[config.mk]
export PLATFORM = sky130hd
export DESIGN_NAME = dht_mod_unit
export DESIGN_NICKNAME = d
export VERILOG_FILES = /design/src/hw/rtl/dht_pkg.sv /design/src/hw/rtl/dht_mod_unit.sv
export SDC_FILE = /design/constraint.sdc
export NUM_CORES = 1
export LEC_CHECK = 0
export BUFFER_PORTS_ARGS = -buffer_cell sky130_fd_sc_hd__buf_2
export CORE_UTILIZATION = 55
export DETAILED_ROUTE_END_ITERATION = 16
export GPL_ROUTABILITY_DRIVEN = 0
export PLACE_DENSITY = 0.88
export SLEW_MARGIN = 20
export SYNTH_ARGS = -nofsm -noshare
export SYNTH_HDL_FRONTEND = slang
export SYNTH_SLANG_ARGS = --single-unit
export TNS_END_PERCENT = 1
[constraint.sdc]
create_clock -name clk -period 2.61 [get_ports clk]
set_input_delay 0.522 -clock clk [delete_from_list [all_inputs] [get_ports clk]]
set_output_delay 0.522 -clock clk [all_outputs]
set_load 0.005 [all_outputs]
[src/hw/rtl/dht_pkg.sv]
`timescale 1ns / 1ps
// ----------------------------------------------------------------------------
// dht_pkg
// Shared constants, codes and widths for the double-hashing table core.
// ----------------------------------------------------------------------------
package dht_pkg;

  localparam int MAX_SLOTS = 1024;
  localparam int IDX_W     = $clog2(MAX_SLOTS);      // memory address bits
  localparam int LEN_W     = $clog2(MAX_SLOTS) + 1;  // holds MAX_SLOTS itself
  localparam int KEY_W     = 10;                     // key and slot contents
  localparam int OUT_IDX_W = 10;                     // reported slot index
  localparam int STAT_W    = 3;
  localparam int ACT_W     = 2;
  localparam int DCNT_W    = $clog2(KEY_W + 1);

  localparam logic [ACT_W-1:0] ACT_INSERT = 2'd0;
  localparam logic [ACT_W-1:0] ACT_SEARCH = 2'd1;
  localparam logic [ACT_W-1:0] ACT_CLEAR  = 2'd2;

  localparam logic [STAT_W-1:0] ST_INSERTED  = 3'd0;
  localparam logic [STAT_W-1:0] ST_FULL      = 3'd1;
  localparam logic [STAT_W-1:0] ST_FOUND     = 3'd2;
  localparam logic [STAT_W-1:0] ST_NOT_FOUND = 3'd3;
  localparam logic [STAT_W-1:0] ST_CLEARED   = 3'd4;

endpackage

[src/hw/rtl/dht_mod_unit.sv]
`timescale 1ns / 1ps
// ----------------------------------------------------------------------------
// dht_mod_unit
// Bit-serial restoring remainder: dividend mod divisor, one key bit a cycle.
// ----------------------------------------------------------------------------
module dht_mod_unit (
  input  logic                       clk,
  input  logic                       rst,
  input  logic                       go,
  input  logic [dht_pkg::KEY_W-1:0]  dividend,
  input  logic [dht_pkg::LEN_W-1:0]  divisor,
  output logic                       done,
  output logic [dht_pkg::LEN_W-1:0]  remainder
);
  import dht_pkg::*;

  logic              active;
  logic [DCNT_W-1:0] cnt;
  logic [KEY_W-1:0]  shreg;
  logic [LEN_W-1:0]  div_q;
  logic [LEN_W:0]    trial;
  logic [LEN_W:0]    trial_sub;

  assign trial     = {remainder, shreg[KEY_W-1]};
  assign trial_sub = trial - {1'b0, div_q};

  always_ff @(posedge clk) begin
    if (rst) begin
      active <= 1'b0;
      done   <= 1'b0;
      cnt    <= '0;
    end else begin
      done <= 1'b0;
      if (go) begin
        active    <= 1'b1;
        cnt       <= DCNT_W'(KEY_W);
        shreg     <= dividend;
        div_q     <= divisor;
        remainder <= '0;
      end else if (active) begin
        // remainder stays below the divisor, so the top bit drops out
        if (trial >= {1'b0, div_q}) begin
          remainder <= trial_sub[LEN_W-1:0];
        end else begin
          remainder <= trial[LEN_W-1:0];
        end
        shreg <= {shreg[KEY_W-2:0], 1'b0};
        cnt   <= cnt - DCNT_W'(1);
        if (cnt == DCNT_W'(1)) begin
          active <= 1'b0;
          done   <= 1'b1;
        end
      end
    end
  end

`ifndef SYNTHESIS
  a_rem_below_div: assert property (@(posedge clk) disable iff (rst)
    done |-> (remainder < div_q))
    else $error("remainder not below divisor");

  a_done_ends_run: assert property (@(posedge clk) disable iff (rst)
    done |-> $past(active) && !active)
    else $error("done without a finished run");

  a_cnt_live: assert property (@(posedge clk) disable iff (rst)
    active |-> (cnt != '0))
    else $error("active with zero count");
`endif

endmodule

# After elaboration in Yosys (flattened, before gate mapping)
# Index checks and enable logic that the tools add are counted.
# totals
in_bits	24
output_inout_bits	12
reg_bits	38
wordCells	28
# op_classes
muxes	10
n_bitwise	2
eq_ne	1
order_cmp	1
addsub	2
n_reduce_logical	5
# op_table
cell	count
11-bit 2-to-1 mux	2
10-bit 2-to-1 mux	2
12-bit by 11-bit greater-or-equal comparator with 1-bit output	1
11-bit subtractor	1
4-bit 2-to-1 mux	2
4-bit by 1-bit equality test with 1-bit output (second input constant)	1
1-bit 2-to-1 mux	4
2-bit AND reduction	2
4-bit by 1-bit subtractor with 4-bit output (second input constant)	1
3-bit OR reduction	1
1-bit inverter	2
2-bit nonzero test	1
2-bit OR reduction	1

# Logic depth before layout (Yosys ltp)
# logic_depth
word_depth	4
depth_mapped	10
depth_no_buf	9

# Worst setup path after synthesis
# No wires, ideal clock.
# synth_timing
path_kind	reg2reg
from	register shreg[9]
to	register remainder[10] in the netlist's numbering, data pin
arrival_time_ps	2115
setup_slack_ps	236
setup_ps	259
synth_period_minus_slack_ps	2374
required_ps	2351
n_path_buf	0
stages_incl_launch_ff	10
cell_sequence	edfxtp_1 inv_1 ha_1 fa_1 nand2b_1 a21oi_1 a2bb2oi_1 a31oi_1 xnor2_1 a211o_1
# synth_between
elab_chain_len	3
word_cells_on_any_way	4
classes_between	add/sub (1); order compare (1); mux (2)
# synth_rtl
element	line_no	text
start: declaration	dht_mod_unit.sv:19	logic [KEY_W-1:0] shreg;
start signal: assignment	dht_mod_unit.sv:37	shreg <= dividend;
start signal: assignment	dht_mod_unit.sv:47	shreg <= {shreg[KEY_W-2:0], 1'b0};
11-bit subtractor / 12-bit by 11-bit greater-or-equal comparator with 1-bit output (equally long branches)	dht_mod_unit.sv:25, dht_mod_unit.sv:42	
11-bit 2-to-1 mux (*)	dht_mod_unit.sv:42	if (trial >= {1'b0, div_q}) begin
11-bit 2-to-1 mux (*)	dht_mod_unit.sv:40	end else if (active) begin
end signal: assignment	dht_mod_unit.sv:43	remainder <= trial_sub[LEN_W-1:0];
end signal: assignment	dht_mod_unit.sv:45	remainder <= trial[LEN_W-1:0];
end: declaration	dht_mod_unit.sv:13	output logic [dht_pkg::LEN_W-1:0] remainder
# Mark *: on every way between the ends. The rest lies on a longest branch, timed or not. The select of a mux whose other input is x is not followed.
# A chain may end at the register's enable or synchronous reset.

# Worst setup path after layout
# layout_timing
from	register div_q[0]
to	register remainder[4] in the netlist's numbering, data pin
# layout_between
elab_chain_len	3
word_cells_on_any_way	4
classes_between	add/sub (1); order compare (1); mux (2)
# layout_rtl
element	line_no	text
start: declaration	dht_mod_unit.sv:20	logic [LEN_W-1:0] div_q;
start signal: assignment	dht_mod_unit.sv:38	div_q <= divisor;
11-bit subtractor / 12-bit by 11-bit greater-or-equal comparator with 1-bit output (equally long branches)	dht_mod_unit.sv:25, dht_mod_unit.sv:42	
11-bit 2-to-1 mux (*)	dht_mod_unit.sv:42	
11-bit 2-to-1 mux (*)	dht_mod_unit.sv:40	
# Marked as above.

==> results.cfg <==
[finish]
fin_nets = 274
fin_util_pct = 67.0
drive_above_1_share_pct = 27.0
antenna_cells_inserted = 0
syn_to_final_growth_pct = 17.4

[floorplanning]
fp.dieH_um = 63.6
fp.coreArea_sq_mm = 0.00366
rows = 22
initial_core_util_pct = 57.0
die_w_um = 63.6
pin_count = 36
dieArea_sq_mm = 0.00404

[timing]
post-route-period-util_pct = 95.9
hold-worst-slack_ps = 396
rsz0062_at_grt = yes
finalSetupViolations = 0
worstMarginPinSlew_ps = 587
relSlewSlack_pct = 60.5
skew_ps = 6.09
hold_viol = 0
finalCriticalPeriod_ps = 2500
drv_slew = 0
fmax_mhz = 399

[routing]
via_count = 1645
drc_errors = 0
wl_um = 4480
ant_nets = 0
via_per_inst = 5.77
firstDrtPassIters = 4
drt-initial-drc-count = 86
post_drt_wl_per_cell_um = 15.7

[synthesis]
synth_compound_area_share_pct = 12.1
async_reset_ff_share_pct = 0
synth_top_cell_area_share_pct = 46.0
yosysWarnings = 0
syn_nets = 230
synth_most_common_cell = edfxtp_1
synth-main-ff-cell = edfxtp_1
synthAdderAreaFrac_pct = 8.75
ys_top_cells_by_area = edfxtp_1 46%, ha_1 7.8%, dfxtp_1 5.8%, mux2_2 4.9%, nor2_1 3.8%
synth_common_cells = 32 x edfxtp_1, 21 x nor2_1, 18 x inv_1
yosys.area_share.simple_pct = 14.3
synthCells = 192
synth_xor_area_share_pct = 2.94
synthMuxAreaShare_pct = 5.82
synth_top_family_by_area = simple AND/OR/NAND/NOR gates
synth_area_sq_mm = 0.00209
synth_edf_count = 32
yosysTopAreaCell = edfxtp_1
avgSynthCellArea_sq_um = 10.9
ys_ff_latch = 38
seq_area_frac_synth_pct = 51.8
ys_types = 40

[setup_path]
critPathBufInv = 0
path_max_fanout = 7
r2r.worst_path.cells = 8
cp-end-kind = register
reg2reg_from = div_q[0]
worst_ep_arrival_time_ps = 2650
worstReg2RegEnd = remainder[4]
max_stage_delay_ps = 400
cpMaxStageDelayCell = fa_1
worstSetupEndpoint = remainder[4]
crit_cells = 8
cp_top_family = compound AO/OA/AOI/OAI gates
critPathLaunch = div_q[0]
rrSetupSlack_ps = 110
path_cells = ha_1 > fa_1 > nand2b_1 > a21oi_2 > o2111ai_2 > a21o_1 > or3_1 > a21oi_1
required_ps = 2760
critical_path_class = register to register
cp-start-kind = register

[worst_hold_path]
hold_path_class = input port to register
hold_depth = 1

[global_routing]
first_global_vias = 1596
grt_util_all_layers_pct = 23.9
antenna_found_initial = 0
grt_pass1_wl_um = 7130
grt_max_degree = 20
overflow = 0

[outcome]
status = finished clean

[power]
total_power_mw = 1.61
power_density_mw_per_mm2 = 659
p_leak_nw = 1.04
ir_worst_vdd_mv = 0.528

[cts]
cts_tree = yes
cts_buffer_depth = 2
insertion_delay_ps = 300
htree_levels = 2
cts.sinks = 38
clk_pin_slew_ps = 70
root_buffer = clkbuf_8
cts_made_buffers = 5

[flow_run]
drv_cap = 0

[place]
hpwl_um = 3140
portBuffers = 35
[routing by layer]
| layer | global-route usage, % | vias to the layer above | wire length, um |
|---|---|---|---|
| li1 | - | 781 | - |
| met1 | 28.9 | 765 | 1750 |
| met4 | 10.2 | 0 | 100 |
| met5 | 0 | - | 0 |
| met3 | 6.16 | 12 | 342 |
| met2 | 40.0 | 87 | 2290 |
[power breakdown]
group / internal, mW / leakage, nW / switching (mW)
Combinational: 0.195 / 0.634 / 0.248
Sequential: 0.721 / 0.356 / 0.0319
Clock: 0.213 / 0.0482 / 0.205
Total: 1.13 / 1.04 / 0.485
[state kept, by name, indices dropped and copies added (netlist names)]
signal     flops
div_q         11
remainder     11
shreg         10
cnt            4
active         1
done           1
[metrics by stage]
step / std cells / area (sq um) / setup TNS (ps) / setup WS [ps]
global placement: 277 / 2360 / 0 / 213
detailed placement: 277 / 2360 / 0 / 99.9
floorplan: 192 / 2090 / 0 / 236
finish: 285 / 2450 / 0 / 106
CTS: 285 / 2450 / 0 / 82.5
global route: 285 / 2450 / -23.0 / -23.0
[cell families (layout without fill, tap and decap cells)]
logic type      Yosys count  count (layout)
xor+xnor                  7               7
simple gates             61              61
fa+ha+maj                14              14
compound gates           38              38
mux                      11              11
flops                    38              38
buf+inv                  23              68
[cell usage in the layout (no fill, tap or decap), types with 3 or more instances in the layout]
| cell type | netlist | routed |
|---|---|---|
| xnor2_1 | 4 | 4 |
| xor2_1 | 3 | 3 |
| dfxtp_1 | 6 | 6 |
| edfxtp_1 | 32 | 32 |
| a211oi_1 | 3 | 3 |
| ha_1 | 13 | 13 |
| or3_1 | 3 | 3 |
| mux2_2 | 9 | 9 |
| o21a_1 | 3 | 3 |
| a21oi_2 | 2 | 3 |
| nor2_1 | 21 | 20 |
| o21ai_0 | 6 | 6 |
| buf_4 | 0 | 7 |
| buf_2 | 2 | 35 |
| o31ai_1 | 3 | 3 |
| clkbuf_8 | 0 | 6 |
| nand2_1 | 15 | 15 |
| nand3b_1 | 4 | 4 |
| inv_1 | 18 | 18 |
| nand3_1 | 5 | 5 |
| a21oi_1 | 12 | 11 |
[final cells by class]
| cell class | instances | area (sq um) |
|---|---|---|
| Clock inverter | 1 | 5.00 |
| Sequential cell | 38 | 1080 |
| Tap cell | 48 | 60.1 |
| Fill cell | 270 | 1210 |
| Inverter | 18 | 67.6 |
| Clock buffer | 7 | 86.3 |
| Multi-Input combinational cell | 131 | 923 |
| Timing Repair Buffer | 42 | 228 |
[repair_timing]
| item | 4_1_cts | 5_1_grt |
|---|---|---|
| hold buffers | 0 | 0 |
| buffers inserted | 0 | 0 |
| endpoints found under the setup margin | 0 | 2 |
| gates resized for setup | 0 | 1 |
[worst register-to-register path: stages, from the launching register on]
cell	delay, ps
edfxtp_1	390
ha_1	230
fa_1	400
nand2b_1	200
a21oi_2	170
o2111ai_2	170
a21o_1	260
or3_1	380
a21oi_1	150
[how the worst min path moves through the flow]
| stage | start | to |
|---|---|---|
| floorplan | shreg[7] | shreg[8] |
| global placement | shreg[4] | shreg[5] |
| detailed placement | shreg[2] | shreg[3] |
| CTS | divisor[1] | div_q[1] |
| global route | divisor[3] | div_q[3] |
| finish | divisor[1] | div_q[1] |
Power figures use the tool's default switching activity.
